**src/hw/rtl/htw_pkg.sv**
```systemverilog
// ----------------------------------------------------------------------------
// htw_pkg
// Shared types and codes of the hashed timing wheel scheduler.
// ----------------------------------------------------------------------------
package htw_pkg;

  typedef enum logic [1:0] {
    OP_ADD     = 2'd0,
    OP_DEL     = 2'd1,
    OP_DEL_ALL = 2'd2,
    OP_TICK    = 2'd3
  } op_t;

  localparam logic [1:0] KIND_ADD    = 2'd0;
  localparam logic [1:0] KIND_DEL    = 2'd1;
  localparam logic [1:0] KIND_EXPIRY = 2'd2;
  localparam logic [1:0] KIND_TICK   = 2'd3;

  localparam logic [2:0] ST_OK        = 3'd0;
  localparam logic [2:0] ST_DISABLED  = 3'd1;
  localparam logic [2:0] ST_FULL      = 3'd2;
  localparam logic [2:0] ST_SHORT     = 3'd3;
  localparam logic [2:0] ST_NOT_FOUND = 3'd4;
  localparam logic [2:0] ST_EMPTY     = 3'd5;

  localparam logic [1:0] REG_TICK_MS    = 2'd0;
  localparam logic [1:0] REG_SLOT_COUNT = 2'd1;
  localparam logic [1:0] REG_MAX_TIMERS = 2'd2;
  localparam logic [1:0] REG_ADD_ENABLE = 2'd3;

  typedef struct packed {
    logic [15:0] tick_ms;
    logic [8:0]  slot_count;
    logic [5:0]  max_timers;
    logic        add_enable;
  } cfg_t;

  typedef struct packed {
    op_t         op;
    logic [31:0] interval_ms;
    logic        repeat_req;
    logic [1:0]  run_mode;
    logic [5:0]  target_id;
    logic        tid_ok;
  } cmd_t;

endpackage

```
**src/hw/rtl/hashed_timing_wheel_scheduler_core.sv**
```systemverilog
// ----------------------------------------------------------------------------
// hashed_timing_wheel_scheduler_core
// Timer table on a hashed wheel: add, delete, delete all and tick requests.
// ----------------------------------------------------------------------------
//  channel | ports                       | beat
//  in      | in_valid/in_ready + fields  | one request
//  out     | out_valid/out_ready + fields| one reply, expiry or tick done
//  cfg     | cfg_psel..cfg_pready        | one register write or read
//
//  Add: three passes through the shared divider. Tick: scans every table
//  entry, and each repeat timer that fires is re-armed through the same
//  three divider passes.
//  Synchronous reset clears the table valid bits, wheel position and live count.
//  A two-beat queue takes requests while the engine works or out stalls.
// ----------------------------------------------------------------------------
module hashed_timing_wheel_scheduler_core import htw_pkg::*; #(
  parameter int MAX_TIMERS  = 32,
  parameter int WHEEL_SLOTS = 256
) (
  input  logic        clk,
  input  logic        rst_n,
  input  logic        in_valid,
  output logic        in_ready,
  input  logic [1:0]  in_req_type,
  input  logic [31:0] in_interval_ms,
  input  logic        in_repeat_req,
  input  logic [1:0]  in_run_mode,
  input  logic [5:0]  in_target_id,
  output logic        out_valid,
  input  logic        out_ready,
  output logic [1:0]  out_resp_kind,
  output logic [5:0]  out_result_id,
  output logic [2:0]  out_status,
  output logic [1:0]  out_fire_mode,
  output logic        out_last,
  input  logic        cfg_psel,
  input  logic        cfg_penable,
  input  logic        cfg_pwrite,
  input  logic [3:0]  cfg_paddr,
  input  logic [31:0] cfg_pwdata,
  output logic [31:0] cfg_prdata,
  output logic        cfg_pready
);

  cfg_t cfg_r;
  cmd_t front_cmd, q_cmd;
  logic q_valid, q_ready;

  assign cfg_pready = 1'b1;

  always_ff @(posedge clk) begin
    if (!rst_n) begin
      cfg_r.tick_ms    <= 16'd10;
      cfg_r.slot_count <= 9'd256;
      cfg_r.max_timers <= 6'd32;
      cfg_r.add_enable <= 1'b1;
    end else if (cfg_psel && cfg_penable && cfg_pwrite) begin
      unique case (cfg_paddr[3:2])
        REG_TICK_MS:    cfg_r.tick_ms    <= cfg_pwdata[15:0];
        REG_SLOT_COUNT: cfg_r.slot_count <= cfg_pwdata[8:0];
        REG_MAX_TIMERS: cfg_r.max_timers <= cfg_pwdata[5:0];
        REG_ADD_ENABLE: cfg_r.add_enable <= cfg_pwdata[0];
        default:        cfg_r            <= cfg_r;
      endcase
    end
  end

  always_comb begin
    unique case (cfg_paddr[3:2])
      REG_TICK_MS:    cfg_prdata = 32'(cfg_r.tick_ms);
      REG_SLOT_COUNT: cfg_prdata = 32'(cfg_r.slot_count);
      REG_MAX_TIMERS: cfg_prdata = 32'(cfg_r.max_timers);
      REG_ADD_ENABLE: cfg_prdata = 32'(cfg_r.add_enable);
      default:        cfg_prdata = 32'd0;
    endcase
  end

  htw_front #(.MAX_TIMERS(MAX_TIMERS)) u_front (
    .req_type    (in_req_type),
    .interval_ms (in_interval_ms),
    .repeat_req  (in_repeat_req),
    .run_mode    (in_run_mode),
    .target_id   (in_target_id),
    .cmd         (front_cmd)
  );

  htw_queue u_queue (
    .clk        (clk),
    .rst_n      (rst_n),
    .push_valid (in_valid),
    .push_ready (in_ready),
    .push_cmd   (front_cmd),
    .pop_valid  (q_valid),
    .pop_ready  (q_ready),
    .pop_cmd    (q_cmd)
  );

  htw_engine #(.MAX_TIMERS(MAX_TIMERS), .WHEEL_SLOTS(WHEEL_SLOTS)) u_engine (
    .clk           (clk),
    .rst_n         (rst_n),
    .cfg           (cfg_r),
    .cmd_valid     (q_valid),
    .cmd_ready     (q_ready),
    .cmd           (q_cmd),
    .out_valid     (out_valid),
    .out_ready     (out_ready),
    .out_resp_kind (out_resp_kind),
    .out_result_id (out_result_id),
    .out_status    (out_status),
    .out_fire_mode (out_fire_mode),
    .out_last      (out_last)
  );

endmodule

```
**src/hw/rtl/htw_front.sv**
```systemverilog
// ----------------------------------------------------------------------------
// htw_front
// Decodes an incoming request beat into a command and range-checks its id.
// ----------------------------------------------------------------------------
module htw_front import htw_pkg::*; #(
  parameter int MAX_TIMERS = 32
) (
  input  logic [1:0]  req_type,
  input  logic [31:0] interval_ms,
  input  logic        repeat_req,
  input  logic [1:0]  run_mode,
  input  logic [5:0]  target_id,
  output cmd_t        cmd
);

  always_comb begin
    unique case (req_type)
      OP_ADD:     cmd.op = OP_ADD;
      OP_DEL:     cmd.op = OP_DEL;
      OP_DEL_ALL: cmd.op = OP_DEL_ALL;
      default:    cmd.op = OP_TICK;
    endcase
    cmd.interval_ms = interval_ms;
    cmd.repeat_req  = repeat_req;
    cmd.run_mode    = run_mode;
    cmd.target_id   = target_id;
    cmd.tid_ok      = (target_id != 6'd0) && (7'(target_id) <= 7'(MAX_TIMERS));
  end

endmodule

```
**src/hw/rtl/htw_queue.sv**
```systemverilog
// ----------------------------------------------------------------------------
// htw_queue
// Two-entry command queue between request decode and the wheel engine.
// ----------------------------------------------------------------------------
module htw_queue import htw_pkg::*; (
  input  logic clk,
  input  logic rst_n,
  input  logic push_valid,
  output logic push_ready,
  input  cmd_t push_cmd,
  output logic pop_valid,
  input  logic pop_ready,
  output cmd_t pop_cmd
);

  cmd_t       slot_r [2];
  logic       wp_r, rp_r;
  logic [1:0] cnt_r;
  logic       do_push, do_pop;

  assign push_ready = (cnt_r != 2'd2);
  assign pop_valid  = (cnt_r != 2'd0);
  assign pop_cmd    = slot_r[rp_r];
  assign do_push    = push_valid && push_ready;
  assign do_pop     = pop_valid && pop_ready;

  always_ff @(posedge clk) begin
    if (!rst_n) begin
      wp_r  <= 1'b0;
      rp_r  <= 1'b0;
      cnt_r <= 2'd0;
    end else begin
      if (do_push) wp_r <= ~wp_r;
      if (do_pop)  rp_r <= ~rp_r;
      cnt_r <= cnt_r + 2'(do_push) - 2'(do_pop);
    end
  end

  always_ff @(posedge clk) begin
    if (do_push) slot_r[wp_r] <= push_cmd;
  end

endmodule

```
**src/hw/rtl/htw_div.sv**
```systemverilog
// ----------------------------------------------------------------------------
// htw_div
// Restoring divider, one quotient bit per cycle, 33-bit dividend.
// ----------------------------------------------------------------------------
module htw_div #(
  parameter int VW = 16
) (
  input  logic          clk,
  input  logic          rst_n,
  input  logic          start,
  input  logic [32:0]   dividend,
  input  logic [VW-1:0] divisor,
  output logic          done,
  output logic [32:0]   quot,
  output logic [VW-1:0] rem
);

  logic [32:0]   quo_r;
  logic [VW-1:0] rem_r, dvs_r;
  logic [5:0]    cnt_r;
  logic          busy_r, done_r;
  logic [VW:0]   trial;
  logic          fits;

  assign trial = {rem_r, quo_r[32]};
  assign fits  = trial >= {1'b0, dvs_r};
  assign done  = done_r;
  assign quot  = quo_r;
  assign rem   = rem_r;

  always_ff @(posedge clk) begin
    if (!rst_n) begin
      busy_r <= 1'b0;
      done_r <= 1'b0;
      cnt_r  <= 6'd0;
    end else begin
      done_r <= !start && busy_r && (cnt_r == 6'd1);
      if (start) begin
        busy_r <= 1'b1;
        cnt_r  <= 6'd33;
        quo_r  <= dividend;
        rem_r  <= '0;
        dvs_r  <= divisor;
      end else if (busy_r) begin
        rem_r <= fits ? VW'(trial - {1'b0, dvs_r}) : VW'(trial);
        quo_r <= {quo_r[31:0], fits};
        cnt_r <= cnt_r - 6'd1;
        if (cnt_r == 6'd1) busy_r <= 1'b0;
      end
    end
  end

endmodule

```
**src/hw/rtl/htw_engine.sv**
```systemverilog
// ----------------------------------------------------------------------------
// htw_engine
// Timer table, wheel position and result register; executes queued commands.
// ----------------------------------------------------------------------------
module htw_engine import htw_pkg::*; #(
  parameter int MAX_TIMERS  = 32,
  parameter int WHEEL_SLOTS = 256
) (
  input  logic       clk,
  input  logic       rst_n,
  input  cfg_t       cfg,
  input  logic       cmd_valid,
  output logic       cmd_ready,
  input  cmd_t       cmd,
  output logic       out_valid,
  input  logic       out_ready,
  output logic [1:0] out_resp_kind,
  output logic [5:0] out_result_id,
  output logic [2:0] out_status,
  output logic [1:0] out_fire_mode,
  output logic       out_last
);

  localparam int AW  = (MAX_TIMERS > 1) ? $clog2(MAX_TIMERS) : 1;
  localparam int SW  = $clog2(WHEEL_SLOTS);
  localparam int SCW = (SW + 1 > 9) ? SW + 1 : 9;
  localparam int VW  = (SCW > 16) ? SCW : 16;
  localparam int LW  = $clog2(MAX_TIMERS + 1);

  typedef struct packed {
    logic [SW-1:0] slot;
    logic [31:0]   rounds;
    logic [31:0]   interval;
    logic          rep;
    logic [1:0]    mode;
  } rec_t;

  typedef enum logic [3:0] {
    S_IDLE, S_REPLY, S_SCAN, S_LOOK, S_FIRE, S_NEXT,
    S_DIV1, S_DIV2, S_DIV3, S_TDONE
  } state_t;

  state_t                state_r;
  logic [MAX_TIMERS-1:0] valid_r;
  logic [LW-1:0]         live_r;
  logic [SW-1:0]         cs_r;
  logic [AW-1:0]         idx_r, pl_idx_r;
  logic [31:0]           pl_int_r, rounds_r;
  logic                  pl_rep_r, pl_tick_r;
  logic [1:0]            pl_mode_r;
  rec_t                  cur_r, rd_data_r, wr_data_r;
  logic                  wr_req_r;
  logic [AW-1:0]         wr_addr_r;
  logic [1:0]            res_kind_r;
  logic [5:0]            res_id_r;
  logic [2:0]            res_status_r;
  logic                  out_valid_r, out_last_r;
  logic [1:0]            out_kind_r, out_mode_r;
  logic [5:0]            out_id_r;
  logic [2:0]            out_status_r;
  logic                  div_start_r;
  logic [32:0]           div_dvd_r;
  logic [VW-1:0]         div_dvs_r;
  logic                  div_done;
  logic [32:0]           div_quot;
  logic [VW-1:0]         div_rem;

  rec_t mem [MAX_TIMERS];

  logic [15:0]    tick_eff;
  logic [SCW-1:0] slots_ext, slots_eff;
  logic [5:0]     lim;
  logic           free_found;
  logic [AW-1:0]  free_idx;
  logic           can_emit;
  logic [AW-1:0]  tid_idx;

  always_comb begin
    tick_eff  = (cfg.tick_ms == 16'd0) ? 16'd1 : cfg.tick_ms;
    slots_ext = SCW'(cfg.slot_count);
    if (slots_ext < SCW'(2))                slots_eff = SCW'(2);
    else if (slots_ext > SCW'(WHEEL_SLOTS)) slots_eff = SCW'(WHEEL_SLOTS);
    else                                    slots_eff = slots_ext;
    if (cfg.max_timers == 6'd0)                     lim = 6'd1;
    else if (7'(cfg.max_timers) > 7'(MAX_TIMERS))   lim = 6'(MAX_TIMERS);
    else                                            lim = cfg.max_timers;
  end

  always_comb begin
    free_found = 1'b0;
    free_idx   = '0;
    for (int i = MAX_TIMERS - 1; i >= 0; i--) begin
      if (!valid_r[i]) begin
        free_found = 1'b1;
        free_idx   = AW'(i);
      end
    end
  end

  assign can_emit  = !out_valid_r || out_ready;
  assign cmd_ready = (state_r == S_IDLE);
  assign tid_idx   = AW'(cmd.target_id - 6'd1);

  assign out_valid     = out_valid_r;
  assign out_resp_kind = out_kind_r;
  assign out_result_id = out_id_r;
  assign out_status    = out_status_r;
  assign out_fire_mode = out_mode_r;
  assign out_last      = out_last_r;

  htw_div #(.VW(VW)) u_div (
    .clk      (clk),
    .rst_n    (rst_n),
    .start    (div_start_r),
    .dividend (div_dvd_r),
    .divisor  (div_dvs_r),
    .done     (div_done),
    .quot     (div_quot),
    .rem      (div_rem)
  );

  always_ff @(posedge clk) begin
    if (wr_req_r) mem[wr_addr_r] <= wr_data_r;
    rd_data_r <= mem[idx_r];
  end

  always_ff @(posedge clk) begin
    if (!rst_n) begin
      state_r     <= S_IDLE;
      valid_r     <= '0;
      live_r      <= '0;
      cs_r        <= '0;
      idx_r       <= '0;
      out_valid_r <= 1'b0;
      wr_req_r    <= 1'b0;
      div_start_r <= 1'b0;
    end else begin
      wr_req_r    <= 1'b0;
      div_start_r <= 1'b0;
      if (out_valid_r && out_ready) out_valid_r <= 1'b0;
      unique case (state_r)
        S_IDLE: begin
          if (cmd_valid) begin
            unique case (cmd.op)
              OP_ADD: begin
                res_kind_r <= KIND_ADD;
                res_id_r   <= 6'd0;
                if (!cfg.add_enable) begin
                  res_status_r <= ST_DISABLED;
                  state_r      <= S_REPLY;
                end else if (6'(live_r) >= lim || !free_found) begin
                  res_status_r <= ST_FULL;
                  state_r      <= S_REPLY;
                end else if (cmd.interval_ms < 32'(tick_eff)) begin
                  res_status_r <= ST_SHORT;
                  state_r      <= S_REPLY;
                end else begin
                  res_status_r <= ST_OK;
                  pl_idx_r     <= free_idx;
                  pl_int_r     <= cmd.interval_ms;
                  pl_rep_r     <= cmd.repeat_req;
                  pl_mode_r    <= cmd.run_mode;
                  pl_tick_r    <= 1'b0;
                  div_dvd_r    <= {1'b0, cmd.interval_ms};
                  div_dvs_r    <= VW'(tick_eff);
                  div_start_r  <= 1'b1;
                  state_r      <= S_DIV1;
                end
              end
              OP_DEL: begin
                res_kind_r <= KIND_DEL;
                state_r    <= S_REPLY;
                if (cmd.tid_ok && valid_r[tid_idx]) begin
                  valid_r[tid_idx] <= 1'b0;
                  if (live_r != '0) live_r <= live_r - LW'(1);
                  res_id_r     <= cmd.target_id;
                  res_status_r <= ST_OK;
                end else begin
                  res_id_r     <= 6'd0;
                  res_status_r <= ST_NOT_FOUND;
                end
              end
              OP_DEL_ALL: begin
                res_kind_r   <= KIND_DEL;
                res_id_r     <= 6'd0;
                res_status_r <= (|valid_r) ? ST_OK : ST_EMPTY;
                valid_r      <= '0;
                live_r       <= '0;
                state_r      <= S_REPLY;
              end
              OP_TICK: begin
                idx_r   <= '0;
                state_r <= S_SCAN;
              end
              default: state_r <= S_IDLE;
            endcase
          end
        end
        S_REPLY: begin
          if (can_emit) begin
            out_valid_r  <= 1'b1;
            out_kind_r   <= res_kind_r;
            out_id_r     <= res_id_r;
            out_status_r <= res_status_r;
            out_mode_r   <= 2'd0;
            out_last_r   <= 1'b1;
            state_r      <= S_IDLE;
          end
        end
        S_SCAN: begin
          state_r <= valid_r[idx_r] ? S_LOOK : S_NEXT;
        end
        S_LOOK: begin
          cur_r <= rd_data_r;
          if (rd_data_r.slot != cs_r) begin
            state_r <= S_NEXT;
          end else if (rd_data_r.rounds != 32'd0) begin
            wr_req_r  <= 1'b1;
            wr_addr_r <= idx_r;
            wr_data_r <= {rd_data_r.slot, rd_data_r.rounds - 32'd1, rd_data_r.interval,
                          rd_data_r.rep, rd_data_r.mode};
            state_r   <= S_NEXT;
          end else begin
            state_r <= S_FIRE;
          end
        end
        S_FIRE: begin
          if (can_emit) begin
            out_valid_r  <= 1'b1;
            out_kind_r   <= KIND_EXPIRY;
            out_id_r     <= 6'(idx_r) + 6'd1;
            out_status_r <= ST_OK;
            out_mode_r   <= cur_r.mode;
            out_last_r   <= 1'b0;
            if (cur_r.rep) begin
              pl_idx_r    <= idx_r;
              pl_int_r    <= cur_r.interval;
              pl_rep_r    <= cur_r.rep;
              pl_mode_r   <= cur_r.mode;
              pl_tick_r   <= 1'b1;
              div_dvd_r   <= {1'b0, cur_r.interval};
              div_dvs_r   <= VW'(tick_eff);
              div_start_r <= 1'b1;
              state_r     <= S_DIV1;
            end else begin
              valid_r[idx_r] <= 1'b0;
              if (live_r != '0) live_r <= live_r - LW'(1);
              state_r <= S_NEXT;
            end
          end
        end
        S_NEXT: begin
          if (idx_r == AW'(MAX_TIMERS - 1)) begin
            state_r <= S_TDONE;
          end else begin
            idx_r   <= idx_r + AW'(1);
            state_r <= S_SCAN;
          end
        end
        S_DIV1: begin
          if (div_done) begin
            div_dvd_r   <= div_quot;
            div_dvs_r   <= VW'(slots_eff);
            div_start_r <= 1'b1;
            state_r     <= S_DIV2;
          end
        end
        S_DIV2: begin
          if (div_done) begin
            rounds_r    <= div_quot[31:0];
            div_dvd_r   <= 33'(cs_r) + 33'(div_rem);
            div_start_r <= 1'b1;
            state_r     <= S_DIV3;
          end
        end
        S_DIV3: begin
          if (div_done) begin
            wr_req_r  <= 1'b1;
            wr_addr_r <= pl_idx_r;
            wr_data_r <= {SW'(div_rem), rounds_r, pl_int_r, pl_rep_r, pl_mode_r};
            if (pl_tick_r) begin
              state_r <= S_NEXT;
            end else begin
              valid_r[pl_idx_r] <= 1'b1;
              live_r            <= live_r + LW'(1);
              res_id_r          <= 6'(pl_idx_r) + 6'd1;
              state_r           <= S_REPLY;
            end
          end
        end
        S_TDONE: begin
          if (can_emit) begin
            out_valid_r  <= 1'b1;
            out_kind_r   <= KIND_TICK;
            out_id_r     <= 6'd0;
            out_status_r <= ST_OK;
            out_mode_r   <= 2'd0;
            out_last_r   <= 1'b1;
            if (SCW'(cs_r) >= slots_eff - SCW'(1)) cs_r <= '0;
            else                                   cs_r <= cs_r + SW'(1);
            state_r <= S_IDLE;
          end
        end
        default: state_r <= S_IDLE;
      endcase
    end
  end

endmodule

```
**config.mk**
```make
export PLATFORM = sky130hd
export DESIGN_NAME = hashed_timing_wheel_scheduler_core
export DESIGN_NICKNAME = d
export VERILOG_FILES = /design/src/hw/rtl/htw_pkg.sv /design/src/hw/rtl/hashed_timing_wheel_scheduler_core.sv /design/src/hw/rtl/htw_front.sv /design/src/hw/rtl/htw_queue.sv /design/src/hw/rtl/htw_div.sv /design/src/hw/rtl/htw_engine.sv
export SDC_FILE = /design/constraint.sdc
export NUM_CORES = 2
export LEC_CHECK = 0
export ABC_AREA = 1
export BUFFER_PORTS_ARGS = -buffer_cell sky130_fd_sc_hd__buf_4
export CORE_AREA = 2 2 696 352
export DETAILED_ROUTE_END_ITERATION = 12
export DIE_AREA = 0 0 698 354
export PLACE_DENSITY = 0.65
export SLEW_MARGIN = 10
export SYNTH_ARGS = -nofsm -noshare
export SYNTH_HDL_FRONTEND = slang
export SYNTH_HIERARCHICAL = 1
export SYNTH_SLANG_ARGS = --single-unit
```
**constraint.sdc**
```tcl
create_clock -name clk -period 12 [get_ports clk]
set_input_delay 3 -clock clk [delete_from_list [all_inputs] [get_ports clk]]
set_output_delay 3 -clock clk [all_outputs]
set_load 0.05 [all_outputs]
```
=== Yosys cells after proc, flatten, opt, wreduce, memory -nomap -nowiden ===
Memories as Yosys holds them, arrays and structs flattened. A register that Yosys moved wholly into a read port is not among the register bits.
Index checks and enable logic that the tools add are counted.

* Word-level logic and storage cells: 444
* Memories: 2
* Memory bits (writable): 2488
* Register bits after elaboration: 429
* Input port bits: 86

* Multiplexer cells: 245
* $lt $le $gt $ge: 14
* Add/subtract/negate cells: 14
* Reduce and logical (&&, ||, !) cells: 70
* Eq/ne operators: 44
* Bitwise operators: 8

{| class="wikitable"
|+ Memory list
! name !! depth !! width !! read ports !! clocked after Yosys merged registers in !! write ports !! line !! text
|-
| u_engine.mem || 32 || 75 || 1 || 1 || 1 || htw_engine.sv:68 || <nowiki>rec_t mem [MAX_TIMERS];</nowiki>
|-
| u_queue.slot_r || 2 || 44 || 1 || 1 || 1 || htw_queue.sv:16 || <nowiki>cmd_t slot_r [2];</nowiki>
|}

{| class="wikitable"
|+ Operators with widths
! cell !! count
|-
| 32-bit 2-to-1 mux || 13
|-
| 33-bit 2-to-1 mux || 11
|-
| 5-bit 2-to-1 mux || 45
|-
| 75-bit 2-to-1 mux || 3
|-
| 16-bit 2-to-1 mux || 11
|-
| 75-bit one-hot mux with 2 select lines || 1
|-
| 33-bit one-hot mux with 4 select lines || 1
|-
| 32-bit one-hot mux with 2 select lines || 2
|-
| 32-bit one-hot mux with 4 select lines || 1
|-
| 6-bit 2-to-1 mux || 18
|-
| 32-bit one-hot mux with 3 select lines || 1
|-
| 1-bit 2-to-1 mux || 74
|-
| 32-bit AND || 2
|-
| 32-bit inverter || 2
|-
| 16-bit one-hot mux with 3 select lines || 1
|-
| 4-bit 2-to-1 mux || 10
|-
| 4-bit one-hot mux with 9 select lines || 1
|-
| 6-bit one-hot mux with 2 select lines || 3
|-
| 6-bit one-hot mux with 3 select lines || 2
|-
| 32-bit by 16-bit less-than comparator with 1-bit output || 1
|-
| 32-bit OR || 1
|-
| 32-bit nonzero test || 1
|-
| 32-bit OR reduction || 1
|-
| 32-bit by 1-bit subtractor with 32-bit output, second input constant || 1
|-
| 70 further kinds || 188
|}

=== Depth between registers and ports, before layout ===
* Depth in word-level cells: 39
* Depth in mapped cells: 33
* Gate-level depth less buffers: 33

=== Cells and area by module ===
The synthesis kept the hierarchy.

{| class="wikitable"
|+ By module, submodules not included
! module !! area each (um^2) !! cells each !! instances
|-
| htw_engine || 110212.0 || 8455 || 1
|-
| htw_div || 4207.8 || 524 || 1
|-
| htw_queue || 3614.7 || 173 || 1
|-
| hashed_timing_wheel_scheduler_core || 1667.8 || 261 || 1
|-
| htw_front || 356.6 || 52 || 1
|}

=== Worst setup path before layout ===
No wires, ideal clock.

* Path kind: input to register
* Start: input port rst_n
* End: register u_engine.pl_idx_r[0], enable pin
* Stages: 3
* Buffers on the path: 1
* Slack: 3817 ps
* Library setup time: 556 ps
* Arrival: 7626 ps
* Cells stage by stage: clkbuf_1 > o211ai_1 > nor4b_1

* Longest elaborated chain between the ends: 1

{| class="wikitable"
|+ RTL lines
! what !! line !! text
|-
| start, declared || hashed_timing_wheel_scheduler_core.sv:21 || <nowiki>input logic rst_n,</nowiki>
|-
| 9-bit AND reduction (no line) || - ||
|-
| end signal, assigned || htw_engine.sv:159 || <nowiki>pl_idx_r <= free_idx;</nowiki>
|-
| end signal, assigned || htw_engine.sv:236 || <nowiki>pl_idx_r <= idx_r;</nowiki>
|-
| end, declared || htw_engine.sv:47 || <nowiki>logic [AW-1:0] idx_r, pl_idx_r;</nowiki>
|}

Every way passes these cells.
A chain may end at the register's enable or synchronous reset.

=== Worst setup path after layout ===
* Start: input port cfg_paddr[3]
* End: output port cfg_prdata[8]

* Longest elaborated chain between the ends: 2
* Elaborated cells between the ends (all ways): 5

{| class="wikitable"
|+ RTL lines
! what !! line !! text
|-
| start, declared || hashed_timing_wheel_scheduler_core.sv:39 || <nowiki>input logic [3:0] cfg_paddr,</nowiki>
|-
| 2-bit equality test (tied with other cells) || hashed_timing_wheel_scheduler_core.sv:69 || <nowiki>unique case (cfg_paddr[3:2])</nowiki>
|-
| 32-bit one-hot mux with 4 select lines * || hashed_timing_wheel_scheduler_core.sv:69 ||
|-
| end, declared || hashed_timing_wheel_scheduler_core.sv:41 || <nowiki>output logic [31:0] cfg_prdata,</nowiki>
|}

Every way passes the cells marked *; elsewhere a longest branch is shown, timed or not. The select of a mux whose other input is x is not followed.

==> summary.md <==
| Metric | Value |
|---|---|
| Top cells by area, synth | `edfxtp_1 70%, o21ai_0 5.6%, nor2_1 4.8%, o22ai_1 3.2%, nand2_1 3.0%` |
| Async set-or-reset flop fraction in the synthesized netlist | `0` |
| Outcome | `finished clean` |
| Critical path launch point type | `input port` |
| Synth cell types | `66` |
| CORE AREA | `roughly 0.24 mm²` |
| Die area | `0.247 mm²` |
| Post-route ant nets | `0` |
| Bufs on Longest Clock Path | `4` |
| Crit path launch | `cfg_paddr[3]` |
| Syn. warnings | `6` |
| Post-CTS sizing | `0` |
| Final setup viols | `0` |
| Req. time, crit path | `around 9 ns` |
| Register area | `0.0881 mm²` |
| Pwr Density | `around 170 mW/mm²` |
| Share of the synthesized area in the top cell type | `0.704` |
| H-tree depth | `4` |
| Finished Core Util | `0.545` |
| Grt ovf | `0` |
| Multi-input logic area | `~0.028 mm²` |
| Syn-to-layout area delta | `9.60%` |
| Synthesized area per cell | `around 13 µm²` |
| Hold path endpoint | `u_engine/u_div/dvs_r[14]` |
| Initial antenna violation count | `9` |
| Worst Path Arrival | `4.47 ns` |
| CP Class | `input port to output pin` |
| WL/cell | `roughly 28 µm` |
| Via Count | `between 70k and 80k` |
| Minimum clock period | `about 7.5 ns` |
| Leak pwr | `approximately 44 nW` |
| Crit-path max FO | `13` |
| Nets@finish | `~9.5k` |
| R2r worst-path depth | `18` |
| Hold Crit Start | `u_engine/div_dvs_r[14]` |
| Worst-path clk slew | `0.07 ns` |
| Syn Inst Count | `roughly 9.5k` |
| Mux share of post-synthesis cell area | `0.00538` |
| Simple-gate share of the synthesized area | `0.0946` |
| GRT Overall Usage | `0.282` |
| Post-synth top cells | `2,814 x edfxtp_1, 1,536 x nor2_1, 1,354 x o21ai_0` |
| Sink Count | `2,992` |
| Ports | `roughly 140` |
| Worst slew margin | `0.111` |
| Reg2reg end | `u_engine/wr_data_r[30]` |
| Final hold vios | `0` |
| Final wirelength | `about 360,000 µm` |
| Number of synthesized flops with an enable pin | `approximately 2.8k` |
| CTS tree | `done` |
| Final worst path period share | `0.623` |
| Compound-cell area share of the yosys netlist | `0.121` |
| Fin Setup TNS | `0 ns` |
| Fmax | `approximately 130 MHz` |
| Clock skew | `~0.045 ns` |
| VDD IR max | `between 0.0001 and 0.00015 V` |
| Port Buffers | `just under 100` |
| HP Class | `register to register` |
| Ys flop type | `edfxtp_1` |
| FILL cells | `slightly below 20k` |
| Cell Area, Synth | `roughly 0.12 mm²` |
| Number of synthesized register bits | `2,992` |
| Layout cell share with drive strength beyond 1 | `0.0794` |
| Die span in y | `around 350 µm` |
| Drt pass-1 iters | `8` |
| CTS Hold Bufs | `0` |
| Largest family of logic cells by synthesized area | `compound AO/OA/AOI/OAI gates` |
| Die W | `about 700 µm` |
| Post-Synth XOR/XNOR Area | `0.00336` |
| Post-DP HPWL | `about 190,000 µm` |
| Sequential fraction of the synthesis area | `0.734` |
| DRC | `0` |
| Initial Utilization | `0.497` |
| Post-Synth Adder-Cell Area | `0.00877` |
| Clock root buffer | `clkbuf_16` |
| R2r setup slk | `roughly 5.6 ns` |
| Unrepaired setup endpoints after global routing | `no` |
| Most common cell in the netlist | `edfxtp_1` |
| Global-route wire length before repair | `512,000 µm` |
| Worst r2r src | `u_engine/rd_data_r[35]` |
| Vias in the first global route | `73.1k` |
| Largest net degree at the start of global routing | `225` |
| Clk_lat worst skew | `roughly 0.9 ns` |
| # Max-Cap Violations | `0` |
| Postcts setup bufs | `0` |
| Via density | `around 6.3` |
| Routability congestion estimate | `between 0.9 and 1` |
| Row count | `128` |
| Num CTS Buffers | `between 200 and 250` |
| Slew Limit Fails | `0` |
| Initial DRC count | `between 10k and 15k` |
| Leading area contributor after synthesis | `edfxtp_1` |
| Slew @ Worst Pin | `1.33 ns` |
| Hold Crit Depth | `0` |
| CP endpoint kind | `output pin` |
==> critical path, stage by stage <==
cell and delay, ns:
buf_4 0.13, nor2_1 0.66, buf_4 0.32, a22o_1 0.16, buf_4 0.19
==> state kept, by name, summed over array words and instances (netlist names), 8 cells and up, named ones only <==
name                  count
u_engine/pl_int_r        32
u_engine/wr_data_r       75
u_engine/valid_r         32
u_engine/u_div/quot      33
u_engine/cur_r           35
cfg_r                    32
u_queue/slot_r           88
u_engine/div_dvd_r       33
u_engine/cs_r             8
u_engine/rd_data_r       75
u_engine/div_dvs_r       16
u_engine/mem           2400
u_engine/u_div/rem       16
u_engine/u_div/dvs_r     16
u_engine/rounds_r        32
==> placed cells by master (no fill, tap or decap), types with 10 or more instances in the layout <==
master,synthesis,final
nand2_1,970,970
nand3_1,153,153
clkinv_1,8,35
xnor2_1,13,13
nor4_1,17,17
edfxtp_1,2814,2814
o21ai_0,1354,1354
bufinv_16,0,19
clkbuf_8,0,22
a221oi_1,155,155
buf_12,4,10
o22ai_1,609,609
clkinv_2,0,48
conb_1,2,17
nand4_1,58,58
inv_2,15,16
dfxtp_1,178,175
mux2_4,40,40
nor2_1,1536,1493
a211oi_1,15,15
a22o_1,144,144
buf_4,60,236
xor2_1,33,33
nor2_4,6,48
clkbuf_1,512,58
a21oi_1,150,150
or2_2,11,11
clkbuf_16,0,247
inv_1,318,315
ha_1,81,81
nor3_1,39,35
nand3b_1,13,13
==> cell type report <==
class,count,share of cell area
diodes,1,0.0000190
clock buffers,327,0.0509
clock inverters,113,0.00809
inverters,341,0.00990
multi-input cells,5515,0.216
flip-flops and latches,2992,0.669
well taps,3250,0.0309
repair buffers,246,0.0150
==> per-stage QoR <==
stage	power [W]	cell area [µm²]	setup WS [ns]	hold slack, ns	std cells
finish	0.0222	132000	4.53	0.424	12785
global route	0.0229	132000	4.42	0.420	12784
CTS	0.0222	132000	4.56	0.421	12784
detailed placement	0.0143	124000	4.56	0.407	12344
global placement	0.0143	124000	4.56	0.407	12344
floorplan	0.0135	120000	3.82	0.400	9480
==> worst max path at each step <==
stage               slack, ns  cells past startpoint              endpoint
floorplan                3.82                      3  u_engine/pl_idx_r[0]
global placement         4.56                      5         cfg_prdata[7]
detailed placement       4.56                      5         cfg_prdata[8]
CTS                      4.56                      5         cfg_prdata[8]
global route             4.42                      5         cfg_prdata[7]
finish                   4.53                      5         cfg_prdata[8]
==> where the power goes <==
part | total (W) | switching (W) | internal [W]
Combinational | 0.00239 | 0.00171 | 0.000676
Clock | 0.00802 | 0.00370 | 0.00432
Sequential | 0.0118 | 0.000154 | 0.0116
==> routing by layer <==
metal  part of all wire  GRT usage
met1               0.42      0.444
met2               0.41      0.392
met3               0.14     0.0762
met4              0.022     0.0612
met5            0.00052          0
==> cells by family after synthesis <==
logic type                 count (synthesis)
AOI/OAI and AO/OA                       2488
xor gates and xnor gates                  46
adders and majority gates                 83
buffers and inverters                    973
DFF                                     2992
muxes                                     44
other                                      2
and+or+nand+nor                         2837
No activity file was read; power rests on OpenSTA's default activity.
